[config.mk]
export PLATFORM = sky130hd
export DESIGN_NAME = running_median_filter
export DESIGN_NICKNAME = d
export VERILOG_FILES = /design/src/rmf_pkg.sv /design/src/rmf_cell.sv /design/src/running_median_filter.sv
export VERILOG_INCLUDE_DIRS = /design/src /design/src/src
export SDC_FILE = /design/constraint.sdc
export NUM_CORES = 1
export LEC_CHECK = 0
export ABC_AREA = 1
export BUFFER_PORTS_ARGS = -buffer_cell sky130_fd_sc_hd__clkbuf_2
export CAP_MARGIN = 20
export CELL_PAD_IN_SITES_DETAIL_PLACEMENT = 0
export CELL_PAD_IN_SITES_GLOBAL_PLACEMENT = 1
export CORE_UTILIZATION = 50
export CTS_CLUSTER_SIZE = 14
export DETAILED_ROUTE_END_ITERATION = 8
export PLACE_DENSITY_LB_ADDON = 0.08
export SLEW_MARGIN = 20
export SYNTH_ARGS = -nofsm -noshare
export SYNTH_HDL_FRONTEND = slang
export SYNTH_SLANG_ARGS = --single-unit
[constraint.sdc]
create_clock -name clk -period 9 [get_ports clk]
set_input_delay 1.35 -clock clk [delete_from_list [all_inputs] [get_ports clk]]
set_output_delay 1.35 -clock clk [all_outputs]
set_load 0.05 [all_outputs]
[src/running_median_filter_macros.svh]
// assertion macros shared by the filter modules
`ifndef RUNNING_MEDIAN_FILTER_MACROS_SVH
`define RUNNING_MEDIAN_FILTER_MACROS_SVH

// plain clocked property, checked outside reset
`define RMF_ASSERT(label, prop, msg) \
    label: assert property (@(posedge clk) disable iff (!rst_n) (prop)) else $error(msg);

// implication checked in the same cycle
`define RMF_ASSERT_IMPLY(label, ante, cons, msg) \
    label: assert property (@(posedge clk) disable iff (!rst_n) (ante) |-> (cons)) \
        else $error(msg);

`endif

[src/rmf_pkg.sv]
`timescale 1ns / 1ps
`default_nettype none

package rmf_pkg;

    // window geometry and sample width
    localparam int WINDOW_SIZE = 7;
    localparam int SAMPLE_BITS = 16;
    localparam int AGE_BITS    = $clog2(WINDOW_SIZE);
    localparam int FILL_BITS   = $clog2(WINDOW_SIZE);
    localparam int MID_INDEX   = WINDOW_SIZE / 2;

    localparam logic [AGE_BITS-1:0]  AGE_OLDEST = AGE_BITS'(WINDOW_SIZE - 1);
    localparam logic [FILL_BITS-1:0] FILL_MAX   = FILL_BITS'(WINDOW_SIZE - 1);

    // contents of one sorting cell
    typedef struct packed {
        logic                   valid;
        logic [AGE_BITS-1:0]    age;
        logic [SAMPLE_BITS-1:0] value;
    } cell_t;

endpackage

`default_nettype wire

[src/rmf_cell.sv]
`timescale 1ns / 1ps
`default_nettype none

`include "running_median_filter_macros.svh"

module rmf_cell
    import rmf_pkg::*;
(
    input  wire logic                   clk,
    input  wire logic                   rst_n,
    input  wire logic                   load,
    input  wire logic [SAMPLE_BITS-1:0] sample,
    input  wire cell_t                  lower,      // current contents of the cell below
    input  wire cell_t                  upper,      // current contents of the cell above
    input  wire logic                   del_in,     // oldest entry sits in a lower cell
    output logic                        del_out,    // oldest entry sits here or lower
    output cell_t                       state,
    output cell_t                       state_next
);

    cell_t state_reg;

    cell_t cur_src;
    cell_t low_src;
    logic  del_own;
    logic  cur_le;
    logic  low_le;
    logic  order_ok;

    // locate the oldest entry, it leaves the window on this item
    assign del_own = state_reg.valid && (state_reg.age == AGE_OLDEST);
    assign del_out = del_in || del_own;

    // list after removing the oldest entry: this slot and the one below
    assign cur_src = del_out ? upper : state_reg;
    assign low_src = del_in ? state_reg : lower;

    assign cur_le = cur_src.valid && (cur_src.value <= sample);
    assign low_le = low_src.valid && (low_src.value <= sample);

    // insert the new sample at its sorted place
    always_comb
    begin
        priority if (cur_le)
        begin
            state_next       = cur_src;
            state_next.age   = AGE_BITS'(cur_src.age + 1'b1);
        end
        else if (low_le)
        begin
            state_next.valid = 1'b1;
            state_next.age   = '0;
            state_next.value = sample;
        end
        else
        begin
            state_next       = low_src;
            state_next.age   = AGE_BITS'(low_src.age + 1'b1);
        end
    end

    always_ff @(posedge clk or negedge rst_n)
    begin
        if (!rst_n)
        begin
            state_reg.valid <= 1'b0;
            state_reg.age   <= '0;
            state_reg.value <= '0;
        end
        else if (load)
        begin
            state_reg <= state_next;
        end
    end

    assign state = state_reg;

    assign order_ok = state_reg.valid && (state_reg.value <= upper.value);

    // window stays sorted and filled from the bottom
    `RMF_ASSERT_IMPLY(a_sorted, upper.valid, order_ok, "cell order broken")
    // no entry outlives the window
    `RMF_ASSERT_IMPLY(a_age_range, state_reg.valid, state_reg.age <= AGE_OLDEST, "age out of range")

endmodule

`default_nettype wire

[src/running_median_filter.sv]
`timescale 1ns / 1ps
`default_nettype none

// Seven-tap running median filter for unsigned 16-bit samples.
// Input: s_tvalid/s_tready/s_tdata carries one sample per item.
// Output: m_tvalid/m_tready/m_tdata carries the median of the last seven
// samples, the current one included.
// The first six samples after reset only fill the window and give no output;
// from the seventh on every sample gives exactly one median.
// The window is a row of seven sorting cells; each item removes the oldest
// entry and inserts the new sample, so one sample per clock is taken unless the
// output stalls; the median appears on the output the cycle after acceptance.
// An output register holds the result; while it is full and m_tready is low,
// s_tready is low and the window holds still. The register is refilled in the
// cycle it is emptied, so with m_tready high throughput stays at one item per
// cycle. Reset empties the window and the output register; no clearing pass
// is needed.

`include "running_median_filter_macros.svh"

module running_median_filter
    import rmf_pkg::*;
(
    input  wire logic                   clk,
    input  wire logic                   rst_n,
    input  wire logic                   s_tvalid,
    output logic                        s_tready,
    input  wire logic [SAMPLE_BITS-1:0] s_tdata,    // [15:0] sample
    output logic                        m_tvalid,
    input  wire logic                   m_tready,
    output logic [SAMPLE_BITS-1:0]      m_tdata     // [15:0] median
);

    cell_t                  cell_q    [WINDOW_SIZE];
    cell_t                  cell_d    [WINDOW_SIZE];
    logic  [WINDOW_SIZE:0]  del_chain;
    logic  [WINDOW_SIZE-1:0] valid_vec;

    logic                   accept;
    logic                   full;
    logic [FILL_BITS-1:0]   fill_count_reg;
    logic [FILL_BITS-1:0]   fill_count_next;
    logic                   out_valid_reg;
    logic                   out_valid_next;
    logic [SAMPLE_BITS-1:0] median_reg;
    logic                   fill_ok;

    // input handshake
    assign s_tready = !out_valid_reg || m_tready;
    assign accept   = s_tvalid && s_tready;
    assign full     = (fill_count_reg == FILL_MAX);

    // boundary of the cell row: floor below cell zero, empty slot above the top
    localparam cell_t FLOOR_CELL = '{valid: 1'b1, age: '0, value: '0};
    localparam cell_t EMPTY_CELL = '{valid: 1'b0, age: '0, value: '0};

    assign del_chain[0] = 1'b0;

    // row of sorting cells
    for (genvar i = 0; i < WINDOW_SIZE; i++)
    begin : g_cell
        cell_t lower_w;
        cell_t upper_w;

        if (i == 0)
        begin : g_bottom
            assign lower_w = FLOOR_CELL;
        end
        else
        begin : g_lower
            assign lower_w = cell_q[i-1];
        end

        if (i == WINDOW_SIZE - 1)
        begin : g_top
            assign upper_w = EMPTY_CELL;
        end
        else
        begin : g_upper
            assign upper_w = cell_q[i+1];
        end

        rmf_cell u_cell (
            .clk        (clk),
            .rst_n      (rst_n),
            .load       (accept),
            .sample     (s_tdata),
            .lower      (lower_w),
            .upper      (upper_w),
            .del_in     (del_chain[i]),
            .del_out    (del_chain[i+1]),
            .state      (cell_q[i]),
            .state_next (cell_d[i])
        );

        assign valid_vec[i] = cell_q[i].valid;
    end

    // fill counter, saturates once the window is full
    assign fill_count_next = full ? fill_count_reg : FILL_BITS'(fill_count_reg + 1'b1);

    always_ff @(posedge clk or negedge rst_n)
    begin
        if (!rst_n)
        begin
            fill_count_reg <= '0;
        end
        else if (accept)
        begin
            fill_count_reg <= fill_count_next;
        end
    end

    // output register
    always_comb
    begin
        priority if (accept && full)
        begin
            out_valid_next = 1'b1;
        end
        else if (m_tready)
        begin
            out_valid_next = 1'b0;
        end
        else
        begin
            out_valid_next = out_valid_reg;
        end
    end

    always_ff @(posedge clk or negedge rst_n)
    begin
        if (!rst_n)
        begin
            out_valid_reg <= 1'b0;
        end
        else
        begin
            out_valid_reg <= out_valid_next;
        end
    end

    always_ff @(posedge clk)
    begin
        if (accept && full)
        begin
            median_reg <= cell_d[MID_INDEX].value;
        end
    end

    assign m_tvalid = out_valid_reg;
    assign m_tdata  = median_reg;

    // occupied cells follow the fill count, one extra once the window is full
    assign fill_ok = ($countones(valid_vec) == fill_count_reg)
                     || (full && ($countones(valid_vec) == WINDOW_SIZE));

    // a fresh result only follows an item taken with a full window
    `RMF_ASSERT(a_result_src, $rose(out_valid_reg) |-> $past(accept && full), "stray result")
    // occupied cells track the fill count
    `RMF_ASSERT(a_fill_match, fill_ok, "cell occupancy mismatch")
    // the oldest entry exists only once the window is full
    `RMF_ASSERT_IMPLY(a_del_full, del_chain[WINDOW_SIZE], full && (&valid_vec), "early eviction")

endmodule

`default_nettype wire
==> flow_summary.toml, run 1 <==
[outcome]
status = "completed"

[floorplanning]
die_width_um = 166
io_pins = 38
dieArea_um2 = 27700
std_cell_rows = 59
initial_core_util = 0.514
core-area_um2 = 26300
die_y_um = 166

[logic_synthesis]
ys_top_cells_by_area = "dfrtp_1, nand2_1, nand3_1"
synth_area_um2 = 13500
synthArstFlopShare = 0.900
ys_ff_latch = 160
avgSynthCellArea_um2 = 6.53
syn_nets = 2208
synth_cells = 2067
yosys_warnings = 0
synth_flop_cell = "dfrtp_1"
yosysUniqueCellTypes = 43
synth-edff-count = 16
synth-seq-area-share = 0.303
synth_top_area_share = 0.267
yosysTopAreaCell = "dfrtp_1"

[setup_path]
cp-start-kind = "flip-flop"
path_class = "flip-flop to flip-flop"
crit_path_end_kind = "flip-flop"
required_ps = 9290
worstPathMaxFanout = 41
worstPathArrival_ps = 6760

[cells_and_area]
largest_reg_flops = 140
syn2layout_area_growth_pct = 6.75
fillerInstances = 2695
final_area_um2 = 14400
drive_gt1_frac = 0.0576
finalNetCount = 2177
instances_no_fill = 2385

[clocking]
cts_tree = "done"
clk_pin_slew_ps = 70
ctsResizeCount = 0
cts_buffers = 17
clockBufferDepth = 2
postCtsHoldBufs = 0
cts_root_buf = "clkbuf_16"
clkLatencyLatePin_ps = 450
htreeDepth = 4
cts_num_sinks = 160
post_cts_buffers = 0

[route]
num_vias = 13800
wl_met3_mm = 3.38
wirelength_mm = 46.9
drt-vias-per-instance = 5.79
firstDrtPassIters = 5
drc = 0
wl_met2_mm = 22.3
first_iter_violations = 1135
m1WireLength_mm = 19.2
ant_nets = 0
top_layer = "met5"
wl_per_cell_um = 19.7

[timing]
drv_slew = 0
fin_crit_ps = 6470
worstMarginPinSlew_ps = 1120
hold_viol_final = 0
relSlewSlack = 0.249
fin_crit_sh = 0.719
setup_tns_ps = 0
timing.fmax_mhz = 155
setup_viol = 0
grt_setup_unrepaired = "no"
finClkSkew_ps = 25.6

[place]
dp.cells = 2351
dp_hpwl_mm = 31.9
place_congestion = 0.924
place_area_um2 = 13800
port_buffers = 37

[grt]
grt.overflow.total = 0
antenna_found_initial = 1
grt_pass1_vias = 13100
grt_usage = 0.345
grt_pass1_wl_mm = 73.4
grt_max_degree = 91

[job]
maxCapViolations = 0

[hold_path]
worstHoldPathType = "flip-flop to flip-flop"
==> stage by stage <==
step | hold slack, ps | setup WS (ps) | utilization
CTS | 482 | 2270 | 0.547
detailed placement | 463 | 2320 | 0.524
finish | 476 | 2530 | 0.548
global placement | 461 | 2410 | 0.524
floorplan | 446 | 5630 | -
global route | 499 | 1890 | 0.548
==> cells in the mapped netlist, types with 3 or more instances <==
master,instances
nand2_2,4
buf_6,7
o21a_1,13
inv_1,272
a31oi_1,3
nand4_1,34
o21ai_1,14
nand3_1,312
clkbuf_1,53
buf_4,10
buf_2,36
nor3_1,4
ha_1,121
o21ai_0,135
xnor2_1,5
inv_2,3
o21bai_1,4
dfrtp_1,144
nand2_1,642
nor2_1,99
a21oi_1,93
edfxtp_1,16
buf_1,6
and2_1,10
==> cells in the final DEF (no fill, tap or decap), types with 5 or more instances in the layout <==
master / instances
nand2_1: 641
nand3_1: 311
inv_1: 272
dfrtp_1: 144
o21ai_0: 135
ha_1: 121
nor2_1: 99
a21oi_1: 93
clkbuf_2: 36
nand4_1: 34
buf_4: 24
clkbuf_16: 17
edfxtp_1: 16
o21ai_1: 14
o21a_1: 13
and2_1: 10
xnor2_1: 5
==> cell type report <==
type / count / area [µm²] / area share
multi-input combinational: 1518 / 7850 / 0.545
sequential: 160 / 4080 / 0.283
inverter: 277 / 1040 / 0.0723
clock buffer: 17 / 425 / 0.0295
tap: 335 / 419 / 0.0291
timing repair buffer: 62 / 392 / 0.0272
clock inverter: 15 / 198 / 0.0137
antenna: 1 / 2.50 / 0.000174
==> routing by layer <==
| layer | track usage | up-vias |
|---|---|---|
| met1 | 0.439 | 6564 |
| met3 | 0.0620 | 114 |
| met5 | 0 | - |
| li1 | - | 6615 |
| met4 | 0.162 | 2 |
| met2 | 0.570 | 518 |
==> final timing paths <==
path	to	cells past startpoint	startpoint	slack, ps
setup / recovery	g_cell[5].u_cell.state[19]	23	g_cell[0].u_cell.state[18]	2530
hold / removal	fill_count_reg[2]	1	fill_count_reg[2]	480
setup reg to reg	g_cell[5].u_cell.state[19]	23	g_cell[0].u_cell.state[18]	2530
hold reg to reg	fill_count_reg[2]	1	fill_count_reg[2]	480
max in group asynchronous	g_cell[5].u_cell.state[8]	2	rst_n	6610
min in group asynchronous	g_cell[6].u_cell.state[4]	1	rst_n	990
==> worst max-delay path: stages (launching register included) <==
cell and delay [ps]:
dfrtp_1 390, inv_2 80, nor2_4 50, nand3_2 510, nand3_4 540, nor2_4 190
buf_4 410, nand3_2 590, nand2_1 200, nand2_1 110, ha_1 310, inv_1 40
o21bai_1 150, nand2_1 80, nand2_1 60, nand2_1 40, nand2_1 70, nand2_1 50
nand2_1 50, nand2_1 590, nand2_1 890, clkinv_1 490, o21ai_0 260, o21ai_0 120
==> cells by family (layout without fill, tap and decap cells) <==
kind of cell / Yosys count / after routing / synth area share
flops: 160 / 160 / 0.303
mux: 1 / 1 / 0.000834
compound gates: 273 / 273 / 0.108
xor+xnor: 6 / 6 / 0.00389
fa+ha+maj: 121 / 121 / 0.112
simple gates: 1117 / 1117 / 0.355
buf+inv: 389 / 371 / 0.118
other cells: 0 / 1 / 0
Power of run 1 is left out: the tool's default activity adds up to more than one toggle a clock period on the data nets, which glitch-free logic cannot reach.
==> run 2, diff against run 1 <==
Settings changed: ABC_AREA 1 to 0, CORE_UTILIZATION 50 to 44.
Clock period 9 ns to 5.5 ns, I/O delays scaled along.
==> run 2 against run 1 <==
Final cell count decreased by 23%. Area after synthesis decreased by 9.4%. Non-clock buffer count decreased by 2. Die area increased by 2.9%. Worst hold slack got worse by 110 ps. Register-to-register slack got worse by 1900 ps. Fmax increased by 33%. Largest cell class unchanged. Highest routed layer is now met4.
==> flow_summary.toml, run 2 <==
[cells_and_area]
layout_commonest_cell = "nand2_1"
largest_reg_flops = 140
fin_util = 0.492
diodes = 0
drive_gt1_frac = 0.0932
syn2layout_area_growth_pct = 9.00
finalNetCount = 1598
fillerInstances = 2619
layout_common_cells = "nand2_1, dfrtp_1, ha_1"

[pwr]
power.leakage_nw = 6.23
vdd_drop_max_mv = 0.283
fin_total_pwr_mw = 8.33
p_per_area_nw_per_um2 = 625

[route]
wirelength_mm = 36.5
drt-vias-per-instance = 5.77
drc = 0
firstDrtPassIters = 5
num_vias = 10600
first_iter_violations = 899
ant_nets = 0
wl_per_cell_um = 19.8

[setup_path]
worstPathMaxFanout = 25
r2r_start = "g_cell[0].u_cell.state[17]"
r2r_end = "g_cell[2].u_cell.state[13]"
worstPathArrival_ps = 5220
crit_path_end_kind = "flip-flop"
cp-start-kind = "flip-flop"
r2r_cells = 13
r2r_slack_ps = 640
required_ps = 5860
path_class = "flip-flop to flip-flop"

[logic_synthesis]
yosys_warnings = 0
synth_top_area_share = 0.295
yosysUniqueCellTypes = 60
synth_area_um2 = 12200
synth_cells = 1474
ys_top_cells_by_area = "dfrtp_1, ha_1, nand2_1"
synth_most_common_cell = "nand2_1"
syn_nets = 1615
synth-edff-count = 16
synth_commonest_cells = "nand2_1, dfrtp_1, ha_1, o21ai_0, nand3_1"
yosysTopAreaCell = "dfrtp_1"
synth-seq-area-share = 0.334
ys_ff_latch = 160
avgSynthCellArea_um2 = 8.30
synth_flop_cell = "dfrtp_1"
synthArstFlopShare = 0.900

[outcome]
status = "completed"

[clocking]
clk_pin_slew_ps = 80
cts_num_sinks = 160
cts_buffers = 17
postCtsHoldBufs = 0
ctsResizeCount = 0
post_cts_buffers = 0
clkLatencyLatePin_ps = 450
htreeDepth = 4
cts_root_buf = "clkbuf_16"
cts_tree = "done"
clockBufferDepth = 2

[floorplanning]
initial_core_util = 0.451
die_y_um = 169
die_width_um = 169
dieArea_um2 = 28500
io_pins = 38
core-area_um2 = 27100
std_cell_rows = 60

[grt]
antenna_found_initial = 0
grt_pass1_vias = 10500
grt_usage = 0.266
grt_pass1_wl_mm = 59.3
grt_max_degree = 82
grt.overflow.total = 0

[timing]
whs_ps = 365
fin_crit_ps = 4860
finClkSkew_ps = 20.5
grt_setup_unrepaired = "no"
worstMarginPinSlew_ps = 1010
timing.fmax_mhz = 206
hold_viol_final = 0
fin_crit_sh = 0.884
setup_tns_ps = 0
drv_slew = 0
setup_viol = 0
relSlewSlack = 0.328
finalWorstSetupSlack_ps = 640

[place]
port_buffers = 37
dp_hpwl_mm = 26.8
place_congestion = 0.905
post-place-ws_ps = 637

[job]
maxCapViolations = 0

[hold_path]
worstHoldPathType = "primary input to asynchronous set/reset pin"
[run 2: cell types whose count changed after synthesis, sizes merged, moves of 32 or more]
cell,before,now
inv,275,22
mux2,1,33
mux2i,0,76
nand2,647,350
nand3,314,82
nor2,102,70
o211ai,2,51
o21ai,152,109
[run 2: layout make-up]
class / instances / area [µm²] / share of cell area
multi-input cells: 1196 / 7690 / 0.577
repair buffers: 60 / 389 / 0.0292
clock buffers: 18 / 429 / 0.0322
flip-flops and latches: 160 / 4080 / 0.306
well taps: 372 / 465 / 0.0349
inverters: 22 / 82.6 / 0.00619
clock inverters: 14 / 189 / 0.0142
[run 2: stage by stage]
step | instances | area, µm²
2_1_floorplan | 1474 | 12200
3_3_place_gp | 1810 | 12700
3_5_place_dp | 1810 | 12700
4_1_cts | 1842 | 13300
5_1_grt | 1842 | 13300
6_report | 1842 | 13300
[run 2: kinds of logic after synthesis]
group,share of synthesized area
fa+ha+maj,0.124
mux,0.0926
flops,0.334
xor+xnor,0.00501
simple gates,0.227
buf+inv,0.0411
compound gates,0.177
[run 2: where the power goes]
group / internal (mW) / switching, mW / total (mW)
sequential: 1.68 / 0.369 / 2.05
clock: 0.732 / 0.576 / 1.31
combinational: 1.96 / 3.02 / 4.98
[run 2: metal layers]
| metal | track usage | wire, µm |
|---|---|---|
| met5 | 0 | 0 |
| met4 | 0.0794 | 722 |
| met3 | 0.0372 | 1370 |
| met2 | 0.422 | 16500 |
| met1 | 0.375 | 17900 |
[run 2: worst max path at each step]
stage	slack, ps	from	end
2_1_floorplan	1620	g_cell[1].u_cell.state[19]	g_cell[6].u_cell.state[11]
3_3_place_gp	740	g_cell[0].u_cell.state[17]	g_cell[2].u_cell.state[14]
3_5_place_dp	640	g_cell[0].u_cell.state[17]	g_cell[2].u_cell.state[13]
4_1_cts	620	g_cell[0].u_cell.state[17]	g_cell[2].u_cell.state[13]
5_1_grt	200	g_cell[0].u_cell.state[17]	g_cell[2].u_cell.state[1]
6_report	640	g_cell[0].u_cell.state[17]	g_cell[2].u_cell.state[13]
[run 2: critical path, cell delays in order, from the launching register on]
cell,delay (ps)
dfrtp_1,420
nand4b_1,160
buf_4,280
nand3_1,720
nand2_1,260
nand2_1,120
ha_1,310
nand4_1,140
nor3_1,430
o21ai_0,160
a22oi_1,270
or2_2,610
nand2_1,540
o211ai_1,330
Power figures use the tool's default switching activity.
==> run 3, diff against run 2 <==
Settings changed: CTS_BUF_LIST set to sky130_fd_sc_hd__clkbuf_16.
==> run 3 against run 2 <==
Sequential power is essentially flat. Highest routed layer unchanged. Die area is the same. Register-to-register slack is essentially flat. Core utilization is the same. Clock skew is essentially flat. Combinational power is essentially flat. Fmax is essentially flat. Design area is the same. Clock power is essentially flat. Worst setup slack gained 3.1 ps.
==> flow_summary.toml, run 3 (synthesized netlist as in run 2, its figures left out) <==
[outcome]
status = "completed"

[grt]
grt_pass1_wl_mm = 59.3
grt_pass1_vias = 10500
grt_usage = 0.266
grt.overflow.total = 0
grt_max_degree = 82
antenna_found_initial = 0

[place]
port_buffers = 37
dp_hpwl_mm = 26.8
post-place-ws_ps = 637
place_congestion = 0.905

[pwr]
vdd_drop_max_mv = 0.283
power.leakage_nw = 6.23
p_per_area_nw_per_um2 = 625

[floorplanning]
dieArea_um2 = 28500
std_cell_rows = 60
io_pins = 38
initial_core_util = 0.451
die_width_um = 169
die_y_um = 169
core-area_um2 = 27100

[timing]
grt_setup_unrepaired = "no"
drv_slew = 0
finalWorstSetupSlack_ps = 643
worstMarginPinSlew_ps = 1000
relSlewSlack = 0.328
setup_tns_ps = 0
fin_crit_ps = 4860
setup_viol = 0
finClkSkew_ps = 20.8
fin_crit_sh = 0.883
timing.fmax_mhz = 206
hold_viol_final = 0

[route]
firstDrtPassIters = 5
num_vias = 10600
wl_per_cell_um = 19.8
ant_nets = 0
first_iter_violations = 899
drt-vias-per-instance = 5.77
drc = 0
wirelength_mm = 36.5

[setup_path]
worstPathMaxFanout = 25
path_class = "flip-flop to flip-flop"
cp_cell_sequence = "nand4b_1 -> buf_4 -> nand3_1 -> nand2_1 -> nand2_1 -> ha_1 -> nand4_1 -> nor3_1 -> o21ai_0 -> a22oi_1 -> or2_2 -> nand2_1 -> o211ai_1"
crit_top_cell = "nand2_1"
slowest_stage = "nand3_1"
crit_path_end_kind = "flip-flop"
worstPathArrival_ps = 5220
required_ps = 5860
cp-start-kind = "flip-flop"
slowest_delay_ps = 720

[clocking]
clk_pin_slew_ps = 80
ctsResizeCount = 0
post_cts_buffers = 0
htreeDepth = 4
cts_root_buf = "clkbuf_16"
postCtsHoldBufs = 0
clkLatencyLatePin_ps = 450
cts_buffers = 17
clockBufferDepth = 2
cts_num_sinks = 160
cts_tree = "done"

[cells_and_area]
drive_gt1_frac = 0.0932
layout_common_cells = "nand2_1, dfrtp_1, ha_1"
largest_reg_flops = 140
finalNetCount = 1598
layout_commonest_cell = "nand2_1"
syn2layout_area_growth_pct = 9.00
diodes = 0

[hold_path]
worstHoldPathType = "primary input to asynchronous set/reset pin"

[job]
maxCapViolations = 0
[run 3: cell types whose count changed in the layout (fill, tap and decap cells not counted), sizes merged]
cell,change
clkbuf,-1
inv,+1
[run 3: worst max-delay path: cells and delay by family, from the launching register on]
kind	cells	cell delay, ps
AO/OA/AOI/OAI	3	760
buffers and inverters	1	280
flip-flops	1	420
adder cells (fa/ha/maj)	1	310
AND/OR/NAND/NOR	8	2980
[run 3: final cells by class]
type                            count  area, µm²
Clock buffer                       17        425
Clock inverter                     15        193
Fill cell                        2619      13800
Inverter                           22       82.6
Multi-Input combinational cell   1196       7690
Sequential cell                   160       4080
Tap cell                          372        465
Timing Repair Buffer               60        389
[run 3: report_power, final]
group / switching (mW) / internal [mW] / total (mW)
Sequential: 0.368 / 1.68 / 2.05
Combinational: 3.02 / 1.96 / 4.98
Clock: 0.575 / 0.730 / 1.31
[run 3: path summary, 6_finish.rpt]
| check | slack (ps) | endpoint | startpoint | cells past startpoint |
|---|---|---|---|---|
| max in group asynchronous | 4000 | g_cell[0].u_cell.state[9] | rst_n | 2 |
| worst max-delay path | 640 | g_cell[2].u_cell.state[13] | g_cell[0].u_cell.state[17] | 13 |
| worst min-delay path | 360 | g_cell[1].u_cell.state[5] | rst_n | 1 |
| worst max register to register | 640 | g_cell[2].u_cell.state[13] | g_cell[0].u_cell.state[17] | 13 |
| min in group clk | 490 | g_cell[0].u_cell.state[10] | g_cell[0].u_cell.state[10] | 2 |
| worst min register to register | 490 | g_cell[0].u_cell.state[10] | g_cell[0].u_cell.state[10] | 2 |
[run 3: per-stage QoR]
step | power, mW | area, µm² | hold slack (ps) | utilization | cells
after floorplan | 5.79 | 12200 | 450 | - | 1474
after global placement | 6.96 | 12700 | 464 | 0.469 | 1810
after detailed placement | 7.04 | 12700 | 478 | 0.469 | 1810
after CTS | 8.36 | 13300 | 384 | 0.492 | 1842
after global routing | 9.09 | 13300 | 410 | 0.492 | 1842
final | 8.33 | 13300 | 364 | 0.492 | 1842
[run 3: per-layer routing]
metal / track usage / up-vias / part of all wire
met5: 0 / - / 0
met4: 0.0794 / 0 / 0.020
met3: 0.0372 / 36 / 0.037
met2: 0.422 / 233 / 0.45
met1: 0.375 / 5051 / 0.49
li1: - / 5312 / -
